$ cat src/rtl/core/cos_pkg.sv
// ----------------------------------------------------------------------------
// cos_pkg
// Shared types, constants and bit-search helpers for the circular occupancy
// search block.
// ----------------------------------------------------------------------------
package cos_pkg;

  localparam int MAX_LANE_CELLS = 2048;
  localparam int LANE_COUNT     = 2;
  localparam int WORD_BITS      = 64;
  localparam int STORE_WORDS    = (LANE_COUNT * MAX_LANE_CELLS + WORD_BITS - 1) / WORD_BITS;
  localparam int ADDR_W         = $clog2(STORE_WORDS);
  localparam int OFS_W          = $clog2(WORD_BITS);
  localparam int BIT_W          = ADDR_W + OFS_W;
  localparam int POS_W          = 11;
  localparam int LEN_W          = 12;

  localparam logic [LEN_W-1:0] LEN_MAX   = LEN_W'(MAX_LANE_CELLS);
  localparam logic [LEN_W-1:0] LEN_RESET = LEN_W'(2048);

  typedef logic [WORD_BITS-1:0] word_t;

  typedef logic [1:0] func_t;
  localparam func_t FN_CLEAR = 2'd0;
  localparam func_t FN_MARK  = 2'd1;
  localparam func_t FN_FWD   = 2'd2;
  localparam func_t FN_BWD   = 2'd3;

  typedef enum logic [2:0] {
    ST_IDLE,
    ST_SETUP,
    ST_MARK_WR,
    ST_SEG,
    ST_SCAN,
    ST_RESP
  } state_t;

  // One contiguous stretch of absolute store bits, inclusive bounds.
  typedef struct packed {
    logic             empty;
    logic [BIT_W-1:0] lo;
    logic [BIT_W-1:0] hi;
  } seg_t;

  // Offset of the lowest set bit of a word.
  function automatic logic [OFS_W-1:0] lowest_set(input word_t v);
    logic [OFS_W-1:0] idx;
    idx = '0;
    for (int i = WORD_BITS - 1; i >= 0; i--) begin
      if (v[i]) idx = OFS_W'(i);
    end
    return idx;
  endfunction

  // Offset of the highest set bit of a word.
  function automatic logic [OFS_W-1:0] highest_set(input word_t v);
    logic [OFS_W-1:0] idx;
    idx = '0;
    for (int i = 0; i < WORD_BITS; i++) begin
      if (v[i]) idx = OFS_W'(i);
    end
    return idx;
  endfunction

endpackage

$ cat src/rtl/core/circular_occupancy_search.sv
// ----------------------------------------------------------------------------
// circular_occupancy_search
// Occupancy bit store of two circular lanes with forward and backward
// wrap-around search for the nearest occupied cell.
// ----------------------------------------------------------------------------
//
//  Channel  Dir  Handshake          Word contents
//  in_      in   tvalid / tready    tuser: func, lane; tdata: position
//  out_     out  tvalid / tready    tuser: found; tdata: hit_position
//  cfg_     in   we                 wdata: lane_length
//
// A clear goes straight to the result state. A mark reads the word that holds
// the cell, writes it back with the cell set and then loads its result; a
// search or mark that is turned away goes from setup to the result state. A
// search that scans has a setup step, then for each part of the lane (above
// and below the start cell) a step to start it, a read of each 64-bit store
// word and a step to examine the last word, and a final step to load the
// result. An empty part costs its start step only. The two parts of a
// 2048-cell lane read at most 33 words through the store's single read port.
// The block takes no new word until the previous result has been loaded into
// the output register; a stalled output holds its word and keeps the block
// waiting in its result state. Reset clears the whole store at once through
// one valid bit per store word and sets lane_length to 2048.
//
module circular_occupancy_search
  import cos_pkg::*;
(
  input  logic        clk,
  input  logic        rst_n,
  // configuration
  input  logic        cfg_we,
  input  logic [11:0] cfg_wdata,      // [11:0] lane_length
  // input words
  input  logic        in_tvalid,
  output logic        in_tready,
  input  logic [15:0] in_tdata,       // [10:0] position, [15:11] zero
  input  logic [2:0]  in_tuser,       // [1:0] func, [2] lane
  // result words
  output logic        out_tvalid,
  input  logic        out_tready,
  output logic [15:0] out_tdata,      // [10:0] hit_position, [15:11] zero
  output logic        out_tuser       // [0] found
);

  // --------------------------------------------------------------------------
  // Registers
  // --------------------------------------------------------------------------
  state_t            state_r, state_nxt;
  logic [LEN_W-1:0]  len_r;
  func_t             func_r, func_nxt;
  logic              lane_r, lane_nxt;
  logic [POS_W-1:0]  pos_r, pos_nxt;
  seg_t              seg0_r, seg0_nxt;
  seg_t              seg1_r, seg1_nxt;
  logic              seg_sel_r, seg_sel_nxt;
  logic [ADDR_W-1:0] ptr_r, ptr_nxt;        // next word to read, or word to mark
  logic [ADDR_W-1:0] end_w_r, end_w_nxt;    // last word of the current segment
  logic              iss_r, iss_nxt;        // reads still being issued
  logic              ev_vld_r, ev_vld_nxt;  // read data is to be examined
  logic [ADDR_W-1:0] ev_w_r, ev_w_nxt;      // word index of the read data
  logic              ev_last_r, ev_last_nxt;
  logic [OFS_W-1:0]  mark_ofs_r, mark_ofs_nxt;
  logic              res_found_r, res_found_nxt;
  logic [POS_W-1:0]  res_hit_r, res_hit_nxt;
  logic              out_valid_r, out_valid_nxt;
  logic              out_found_r, out_found_nxt;
  logic [POS_W-1:0]  out_hit_r, out_hit_nxt;
  logic [STORE_WORDS-1:0] wvld_r, wvld_nxt; // store word holds written data

  // Store memory and its registered read port.
  word_t             mem [STORE_WORDS];
  word_t             rd_data_r;
  logic              rd_wvld_r;
  logic [ADDR_W-1:0] rd_addr;
  logic              wr_en;
  word_t             wr_data;

  // --------------------------------------------------------------------------
  // Combinational helpers
  // --------------------------------------------------------------------------
  logic              in_acc;
  logic [LEN_W-1:0]  len_eff;
  logic [LEN_W-1:0]  base;
  logic [LEN_W-1:0]  pos_ext;
  logic              pos_ok;
  logic [BIT_W-1:0]  base_pos;
  seg_t              seg_up, seg_dn, cur;
  logic              dir_up;
  word_t             word_eff, lo_mask, hi_mask, cand;
  logic [OFS_W-1:0]  hit_ofs;
  logic [BIT_W-1:0]  hit_abs;
  logic [BIT_W-1:0]  hit_rel;

  assign in_tready = (state_r == ST_IDLE);
  assign in_acc    = in_tvalid && in_tready;

  // Lane lengths above the store's lane capacity saturate.
  assign len_eff  = (len_r > LEN_MAX) ? LEN_MAX : len_r;
  assign base     = lane_r ? len_eff : '0;
  assign pos_ext  = LEN_W'(pos_r);
  assign pos_ok   = (pos_ext < len_eff);
  assign base_pos = BIT_W'(base + pos_ext);
  assign dir_up   = (func_r == FN_FWD);

  // Cells above the start position, and cells below it, as absolute bits.
  always_comb begin
    seg_up.empty = (pos_ext == len_eff - LEN_W'(1));
    seg_up.lo    = base_pos + BIT_W'(1);
    seg_up.hi    = BIT_W'(base + len_eff - LEN_W'(1));
    seg_dn.empty = (pos_r == '0);
    seg_dn.lo    = BIT_W'(base);
    seg_dn.hi    = base_pos - BIT_W'(1);
  end

  assign cur = seg_sel_r ? seg1_r : seg0_r;

  // Examine the word read in the previous cycle within the segment bounds.
  always_comb begin
    word_eff = rd_wvld_r ? rd_data_r : '0;
    lo_mask  = (ev_w_r == cur.lo[BIT_W-1:OFS_W]) ? ('1 << cur.lo[OFS_W-1:0]) : '1;
    hi_mask  = (ev_w_r == cur.hi[BIT_W-1:OFS_W]) ? ('1 >> (~cur.hi[OFS_W-1:0])) : '1;
    cand     = word_eff & lo_mask & hi_mask;
    hit_ofs  = dir_up ? lowest_set(cand) : highest_set(cand);
    hit_abs  = {ev_w_r, hit_ofs};
    hit_rel  = hit_abs - BIT_W'(base);
  end

  // --------------------------------------------------------------------------
  // Sequencer
  // --------------------------------------------------------------------------
  always_comb begin
    state_nxt     = state_r;
    func_nxt      = func_r;
    lane_nxt      = lane_r;
    pos_nxt       = pos_r;
    seg0_nxt      = seg0_r;
    seg1_nxt      = seg1_r;
    seg_sel_nxt   = seg_sel_r;
    ptr_nxt       = ptr_r;
    end_w_nxt     = end_w_r;
    iss_nxt       = iss_r;
    ev_vld_nxt    = 1'b0;
    ev_w_nxt      = ev_w_r;
    ev_last_nxt   = ev_last_r;
    mark_ofs_nxt  = mark_ofs_r;
    res_found_nxt = res_found_r;
    res_hit_nxt   = res_hit_r;
    out_valid_nxt = out_valid_r && !out_tready;
    out_found_nxt = out_found_r;
    out_hit_nxt   = out_hit_r;
    wvld_nxt      = wvld_r;
    rd_addr       = ptr_r;
    wr_en         = 1'b0;
    wr_data       = word_eff | (word_t'(1) << mark_ofs_r);

    unique case (state_r)
      ST_IDLE: begin
        if (in_acc) begin
          func_nxt      = in_tuser[1:0];
          lane_nxt      = in_tuser[2];
          pos_nxt       = in_tdata[POS_W-1:0];
          res_found_nxt = 1'b0;
          res_hit_nxt   = '0;
          if (in_tuser[1:0] == FN_CLEAR) begin
            wvld_nxt  = '0;
            state_nxt = ST_RESP;
          end else begin
            state_nxt = ST_SETUP;
          end
        end
      end

      ST_SETUP: begin
        if (func_r == FN_MARK) begin
          // Read the word that holds the cell; the write follows.
          rd_addr      = base_pos[BIT_W-1:OFS_W];
          ptr_nxt      = base_pos[BIT_W-1:OFS_W];
          mark_ofs_nxt = base_pos[OFS_W-1:0];
          state_nxt    = pos_ok ? ST_MARK_WR : ST_RESP;
        end else if (pos_ok && (len_eff > LEN_W'(1))) begin
          // Forward: above the start, then wrap to below it.
          // Backward: below the start going down, then wrap to the top.
          seg0_nxt    = dir_up ? seg_up : seg_dn;
          seg1_nxt    = dir_up ? seg_dn : seg_up;
          seg_sel_nxt = 1'b0;
          state_nxt   = ST_SEG;
        end else begin
          state_nxt = ST_RESP;
        end
      end

      ST_MARK_WR: begin
        wr_en            = 1'b1;
        wvld_nxt[ptr_r]  = 1'b1;
        state_nxt        = ST_RESP;
      end

      ST_SEG: begin
        if (cur.empty) begin
          if (seg_sel_r) begin
            state_nxt = ST_RESP;
          end else begin
            seg_sel_nxt = 1'b1;
          end
        end else begin
          ptr_nxt   = dir_up ? cur.lo[BIT_W-1:OFS_W] : cur.hi[BIT_W-1:OFS_W];
          end_w_nxt = dir_up ? cur.hi[BIT_W-1:OFS_W] : cur.lo[BIT_W-1:OFS_W];
          iss_nxt   = 1'b1;
          state_nxt = ST_SCAN;
        end
      end

      ST_SCAN: begin
        // Issue one read a cycle while the previous word is examined.
        if (iss_r) begin
          rd_addr     = ptr_r;
          ev_vld_nxt  = 1'b1;
          ev_w_nxt    = ptr_r;
          ev_last_nxt = (ptr_r == end_w_r);
          iss_nxt     = (ptr_r != end_w_r);
          ptr_nxt     = dir_up ? ptr_r + ADDR_W'(1) : ptr_r - ADDR_W'(1);
        end
        if (ev_vld_r) begin
          if (|cand) begin
            res_found_nxt = 1'b1;
            res_hit_nxt   = hit_rel[POS_W-1:0];
            ev_vld_nxt    = 1'b0;
            iss_nxt       = 1'b0;
            state_nxt     = ST_RESP;
          end else if (ev_last_r) begin
            ev_vld_nxt = 1'b0;
            iss_nxt    = 1'b0;
            if (seg_sel_r) begin
              state_nxt = ST_RESP;
            end else begin
              seg_sel_nxt = 1'b1;
              state_nxt   = ST_SEG;
            end
          end
        end
      end

      ST_RESP: begin
        if (!out_valid_r || out_tready) begin
          out_valid_nxt = 1'b1;
          out_found_nxt = res_found_r;
          out_hit_nxt   = res_hit_r;
          state_nxt     = ST_IDLE;
        end
      end

      default: begin
        state_nxt = ST_IDLE;
      end
    endcase
  end

  always_ff @(posedge clk) begin
    if (!rst_n) begin
      state_r     <= ST_IDLE;
      len_r       <= LEN_RESET;
      iss_r       <= 1'b0;
      ev_vld_r    <= 1'b0;
      seg_sel_r   <= 1'b0;
      out_valid_r <= 1'b0;
      wvld_r      <= '0;
    end else begin
      state_r     <= state_nxt;
      if (cfg_we) len_r <= cfg_wdata;
      iss_r       <= iss_nxt;
      ev_vld_r    <= ev_vld_nxt;
      seg_sel_r   <= seg_sel_nxt;
      out_valid_r <= out_valid_nxt;
      wvld_r      <= wvld_nxt;
    end
  end

  // Payload registers.
  always_ff @(posedge clk) begin
    func_r      <= func_nxt;
    lane_r      <= lane_nxt;
    pos_r       <= pos_nxt;
    seg0_r      <= seg0_nxt;
    seg1_r      <= seg1_nxt;
    ptr_r       <= ptr_nxt;
    end_w_r     <= end_w_nxt;
    ev_w_r      <= ev_w_nxt;
    ev_last_r   <= ev_last_nxt;
    mark_ofs_r  <= mark_ofs_nxt;
    res_found_r <= res_found_nxt;
    res_hit_r   <= res_hit_nxt;
    out_found_r <= out_found_nxt;
    out_hit_r   <= out_hit_nxt;
  end

  // Store memory: one write and one registered read a cycle.
  always_ff @(posedge clk) begin
    if (wr_en) mem[ptr_r] <= wr_data;
    rd_data_r <= mem[rd_addr];
    rd_wvld_r <= wvld_r[rd_addr];
  end

  assign out_tvalid = out_valid_r;
  assign out_tuser  = out_found_r;
  assign out_tdata  = {(16 - POS_W)'(0), out_hit_r};

endmodule
$ cat config.mk
export PLATFORM = sky130hd
export DESIGN_NAME = circular_occupancy_search
export DESIGN_NICKNAME = d
export VERILOG_FILES = /design/src/rtl/core/cos_pkg.sv /design/src/rtl/core/circular_occupancy_search.sv
export SDC_FILE = /design/constraint.sdc
export NUM_CORES = 2
export LEC_CHECK = 0
export ABC_AREA = 0
export BUFFER_PORTS_ARGS = -buffer_cell sky130_fd_sc_hd__buf_4
export CORE_ASPECT_RATIO = 1.5
export CORE_MARGIN = 2
export CORE_UTILIZATION = 45
export CTS_BUF_LIST = sky130_fd_sc_hd__clkbuf_4 sky130_fd_sc_hd__clkbuf_8
export CTS_CLUSTER_DIAMETER = 60
export DETAILED_ROUTE_END_ITERATION = 10
export PLACE_DENSITY = 0.6
export SLEW_MARGIN = 30
export SYNTH_ARGS = -nofsm -noshare
export SYNTH_HDL_FRONTEND = slang
export SYNTH_SLANG_ARGS = --single-unit
$ cat constraint.sdc
create_clock -name clk -period 10.1 [get_ports clk]
set_input_delay 1.01 -clock clk [delete_from_list [all_inputs] [get_ports clk]]
set_output_delay 1.01 -clock clk [all_outputs]
set_load 0.05 [all_outputs]
Word-level counts from Yosys, hierarchy flattened --
Memories as Yosys holds them, arrays and structs flattened. A register that Yosys moved wholly into a read port is not among the register bits. Index checks and enable logic that the tools add are counted.
Operators by class: bitwise operators 7, reduce and logical (&&, ||, !) cells 28, divide/modulo/power cells 0, magnitude comparators 6, equal/unequal tests 26, muxes and demuxes 194, shift-type cells 3, multiply operators 0, add/subtract/negate cells 9
Operators by type and width (number):
- $mux W6 | 134
- $mux W64 | 5
- $and A64 B64 Y64 | 2
- $or A64 B64 Y64 | 2
- $pmux W64 S2 | 1
- $mux W25 | 3
- $reduce_or A64 Y1 | 1
- $shl A1 B6 Y64 const A | 1
- $shl A64 B6 Y64 const A | 1
- $shr A64 B6 Y64 const A | 1
- $mux W3 | 12
- $sub A12 B1 Y12 const B | 3
- $mux W11 | 3
- $mux W1 | 26
- $mux W12 | 2
- $pmux W11 S2 | 1
- $ne A2 B2 Y1 const B | 10
- $eq A6 B6 Y1 | 3
- $pmux W3 S6 | 1
- $pmux W6 S3 | 1
- $lt A6 B7 Y1 const B | 2
- $reduce_and A2 Y1 | 7
- $add A12 B1 Y12 const B | 1
- $add A12 B11 Y12 | 1
- 35 further kinds | 49
Word-level totals: register bits after elaboration 197, bits in writable memories 4096, bits in latches 0, memories 1, output and inout port bits 19, ROM bits 0, logic and storage cells 300
Memories:
- mem | words 64, bits a word 64, rd ports 1, clocked after memory_dff 1, wr ports 1, line circular_occupancy_search.sv:71 | word_t mem [STORE_WORDS];

Longest topological paths before layout --
depth in word-level cells 74, depth in mapped cells 29, mapped depth without buffers 24

Least setup slack after synthesis --
No wires, ideal clock.
kind flip-flop to flip-flop, start register seg_sel_r, end register res_hit_r[10] (data pin), slack 4694 ps, cell stages (with the launch flop) 29, period minus slack after synthesis 5406 ps, arrival 5140 ps, required time 9834 ps, library setup time 266 ps, cells stage by stage dfxtp_1 > buf_6 > buf_4 > buf_6 > buf_6 > a21oi_1 > nor4_1 > and2_1 > buf_2 > a221oi_1 > o21ai_0 > o21ba_2 > o21a_1 > o31a_1 > a2111oi_0 > a211oi_1 > ha_1 > fa_1 > nor2b_1 > o21ai_0 > a21boi_0 > o21ai_0 > a21boi_0 > o21ai_0 > nand2b_1 > a21o_1 > a21oi_1 > xnor2_1 > nor2_1
Between the ends: cells in the longest elaborated chain, start to end 74
RTL lines:
- start: declaration | line circular_occupancy_search.sv:55 | logic seg_sel_r, seg_sel_nxt;
- start signal: assignment | line circular_occupancy_search.sv:272 | seg_sel_r <= seg_sel_nxt;
- $mux W25 * | line circular_occupancy_search.sv:115 | assign cur = seg_sel_r ? seg1_r : seg0_r;
- $shl A64 B6 Y64 (tied with other cells) | line circular_occupancy_search.sv:120 | lo_mask = (ev_w_r == cur.lo[BIT_W-1:OFS_W]) ? ('1 << cur.lo[OFS_W-1:0]) : '1;
- $mux W64 or $shr A64 B6 Y64 (tied branches) | line circular_occupancy_search.sv:120, circular_occupancy_search.sv:121
- $and A64 B64 Y64 or $mux W64 (tied branches) | line circular_occupancy_search.sv:122, circular_occupancy_search.sv:121
- $and A64 B64 Y64 * | line circular_occupancy_search.sv:122 | cand = word_eff & lo_mask & hi_mask;
- $mux W6 (64 in series) | line cos_pkg.sv:50 | if (v[i]) idx = OFS_W'(i);
- $mux W6 * | line circular_occupancy_search.sv:123 | hit_ofs = dir_up ? lowest_set(cand) : highest_set(cand);
- $sub A11 B11 Y11 * | line circular_occupancy_search.sv:125 | hit_rel = hit_abs - BIT_W'(base);
- $mux W11 * | line circular_occupancy_search.sv:224 | if (|cand) begin
- $mux W11 * | line circular_occupancy_search.sv:223 | if (ev_vld_r) begin
- $pmux W11 S2 * | line circular_occupancy_search.sv:156 | unique case (state_r)
- end signal: assignment | line circular_occupancy_search.sv:291 | res_hit_r <= res_hit_nxt;
- end: declaration | line circular_occupancy_search.sv:64 | logic [POS_W-1:0] res_hit_r, res_hit_nxt;
Every way passes the cells marked *; elsewhere a longest branch is shown, timed or not. The select of a mux whose other input is x is not followed. A chain may end at the register's enable or synchronous reset.

Final worst setup path --
start register seg_sel_r, end register res_hit_r[9] (data pin)
Same word-level chain as after synthesis.

==> metrics.csv <==
stage,metric,value,unit
yosys,synth_top_area_share,71.9,%
global_route,grt_pass1_vias,103000,
pwr,ir_drop,0.000314,V
placement,dpl.cell_count,16000,
cts,cts.sinks,4357,
detailed_routing,dr.pass1.iters,6,
sta,rsz0062_at_grt,false,
yosys,synth_seq_cells,4357,
layout,area_delta_synth_final,12.8,%
layout,final-seq-area,129000,um^2
cts,htreeDepth,6,
detailed_routing,wire_per_inst,32.7,um
global_route,grt-ovfl-total,0,
detailed_routing,vias,106000,
sta,tightest_slew,1.31,ns
cts,cts_tree,done,
die,start_util,45.1,%
detailed_routing,finalWirelength,562000,um
global_route,grt_pass1_wl,781000,um
placement,place_congestion,0.945,
yosys,synth_warnings,0,
detailed_routing,postRouteAntennaNets,0,
cts,insertion_delay,1.17,ns
detailed_routing,routed_via_density,6.15,
yosys,syn_area,176000,um^2
sta,hold_violations,0,
layout,drive_gt1_share,18.1,%
sta,setup_tns,0,ns
cts,cts_buffer_depth,4,
flow_run,drv_cap,0,
die,die_w,514,um
yosys,synth_area_leaders,"edfxtp_1 72%, mux4_2 6.8%, nand2_1 3.3%",
pwr,p_leak,0.0663,uW
yosys,synth_async_sr_flop_share,0,%
yosys,synth-edff-count,4209,
yosys,ys_seq_area_share,73.6,%
die,die_y,769,um
pwr,powerDensity,291,nW/um^2
sta,fin_crit,8.58,ns
yosys,synth_ff_type,edfxtp_1,
worst_hold_path,min_path_cells,3,
sta,fin_crit_sh,85.0,%
global_route,grt_antenna_before_repair,19,
yosys,synth_cells,11200,
cts,clk_pin_slew,0.07,ns
layout,final_nets,11700,
placement,dp_hpwl,313000,um
worst_hold_path,min_path_type,input port to flop,
global_route,grt_start_max_net_pins,148,
sta,setup_viol,0,
setup_path,cp.required,10.91,ns
cts,postCtsSetupBuffers,0,
die,coreArea,390000,um^2
setup_path,worstRegToRegCells,23,
placement,portBuffers,44,
die,ioPinCount,55,
sta,slew_viol_final,0,
layout,num-fill-cells,32000,
setup_path,cp.arrival,9.39,ns
outcome,status,completed,
setup_path,startpoint_type,flop,
yosys,synth_area_per_cell,15.7,um^2
detailed_routing,drtIter0Drc,12300,
die,die_area,396000,um^2
sta,slew_headroom,12.5,%
sta,final.setup_skew,0.124,ns
setup_path,cp-end-kind,flop,
setup_path,crit_fanout,59,
cts,cts_buffers,639,
cts,cts-root-buf,clkbuf_8,
yosys,synth_cell_types,85,
detailed_routing,drcViolationCount,0,
sta,fmax,0.117,GHz
die,rows,281,
setup_path,critPathKind,flop to flop,
global_route,track_usage,27.9,%
yosys,yosysTopAreaCell,edfxtp_1,
layout,fin_cells,17200,
layout,multi_input_area,44800,um^2
==> worst paths after layout <==
| path | slack, ns | end | startpoint |
|---|---|---|---|
| worst max-delay path | 1.52 | res_hit_r[9] | seg_sel_r |
| worst min register to register | 0.41 | out_hit_r[6] | res_hit_r[6] |
| worst max register to register | 1.52 | res_hit_r[9] | seg_sel_r |
| worst min-delay path | 0.08 | len_r[10] | cfg_wdata[10] |
==> power by group <==
group / leakage [uW] / switching, uW / total, uW / internal (uW)
Clock: 0.00669 / 6880 / 14200 / 7320
Combinational: 0.0195 / 14200 / 21400 / 7170
Sequential: 0.0401 / 485 / 22000 / 21500
Total: 0.0663 / 21600 / 57600 / 36000
==> metrics by stage <==
step | utilization (%) | hold slack (ns) | total power (uW) | setup WS, ns | area [um^2]
floorplan | - | 0.400 | 35800 | 4.69 | 176000
global placement | 47.3 | 0.403 | 43200 | 1.25 | 184000
detailed placement | 47.6 | 0.405 | 43600 | 1.85 | 185000
CTS | 50.9 | 0.000231 | 57700 | 1.73 | 198000
global route | 50.9 | 0.0723 | 59800 | 1.41 | 198000
finish | 50.9 | 0.0794 | 57600 | 1.52 | 198000
==> cells in the final DEF, fill, tap and decap left out, types with 153 or more instances in the layout <==
| master | n |
|---|---|
| clkbuf_4 | 218 |
| o211ai_1 | 283 |
| a22oi_1 | 223 |
| clkbuf_8 | 673 |
| nor2_1 | 968 |
| a31oi_1 | 172 |
| a21oi_1 | 153 |
| nand2_1 | 1558 |
| edfxtp_1 | 4209 |
| buf_4 | 340 |
| mux4_2 | 532 |
| mux2i_1 | 557 |
| nand3_1 | 457 |
==> synth_stat cells, types with 8 or more instances <==
| master | count |
|---|---|
| a31oi_1 | 172 |
| nor3_1 | 42 |
| nand2b_1 | 41 |
| o22ai_1 | 10 |
| ha_1 | 50 |
| o2111ai_1 | 14 |
| edfxtp_1 | 4209 |
| and3_1 | 141 |
| inv_1 | 61 |
| or2_2 | 16 |
| xor2_1 | 27 |
| nor2b_1 | 34 |
| a211oi_1 | 16 |
| a22oi_1 | 223 |
| buf_4 | 14 |
| nand4_1 | 22 |
| a21oi_1 | 154 |
| o211ai_1 | 283 |
| mux4_2 | 532 |
| o21bai_1 | 9 |
| a221o_1 | 9 |
| dfxtp_1 | 148 |
| buf_1 | 33 |
| mux2_2 | 9 |
| nand3_1 | 458 |
| o21ai_0 | 164 |
| or3_1 | 8 |
| nand2_1 | 1562 |
| a21o_1 | 18 |
| nand3b_1 | 8 |
| buf_2 | 120 |
| nor2_1 | 1039 |
| mux2i_1 | 558 |
| o221ai_1 | 69 |
| xnor2_1 | 58 |
| a32oi_1 | 136 |
| a21boi_0 | 9 |
| and2_1 | 35 |
| nor4_1 | 20 |
| clkbuf_1 | 512 |
==> registers in the layout (all words and copies together) (netlist names), 12 cells and up <==
name,flops
seg0_r,25
len_r,12
rd_data_r,64
wvld_r,64
seg1_r,25
mem,4096
==> cell type report <==
class | instances | share of cell area [%]
Clock buffer | 891 | 5.50
Timing Repair Buffer | 452 | 2.45
Clock inverter | 260 | 0.875
Inverter | 65 | 0.123
Sequential cell | 4357 | 65.2
Antenna cell | 10 | 0.0126
Tap cell | 5094 | 3.21
Multi-Input combinational cell | 6070 | 22.6
==> routing by layer <==
metal | share of wire, % | global-route usage, %
met5 | 0.0021 | 0
met4 | 6.2 | 15.1
met1 | 37 | 35.1
met2 | 49 | 46.6
met3 | 7.8 | 4.28
==> cell families after synthesis <==
kind of cell	Yosys count	share of synthesized area, %
other	1	0.00213
flip-flops	4357	73.6
XOR/XNOR	85	0.424
AND/OR/NAND/NOR	3449	8.25
AO/OA/AOI/OAI	1375	5.52
adder cells (fa/ha/maj)	54	0.401
buffers and inverters	749	1.74
multiplexers	1102	10.1
==> worst max-delay path, stage by stage, from the launching register on <==
cell and delay (ns):
dfxtp_4 0.90, mux2i_2 0.37, xor2_1 0.56, nand2_1 0.37, nor2_1 0.84, a221o_1 0.46, nand2_1 0.14, or4_1 0.60
a211oi_1 0.79, o31a_1 0.28, nor3b_1 0.07, o311ai_1 0.65, ha_1 0.34, nor2b_1 0.13, o21ai_0 0.21, a21boi_0 0.17
o21ai_0 0.18, nand2b_1 0.11, a21o_1 0.19, a21o_1 0.20, a21o_1 0.18, a21oi_1 0.17, xor2_1 0.17, nor2_1 0.06
==> what timing repair did <==
item / in CTS / in global routing
hold buffers: 17 / 0
setup endpoints to repair: 0 / 0
resized for setup: 0 / 0
endpoints found under the hold margin: 16 / 0
No activity file was read; power rests on OpenSTA's default activity.
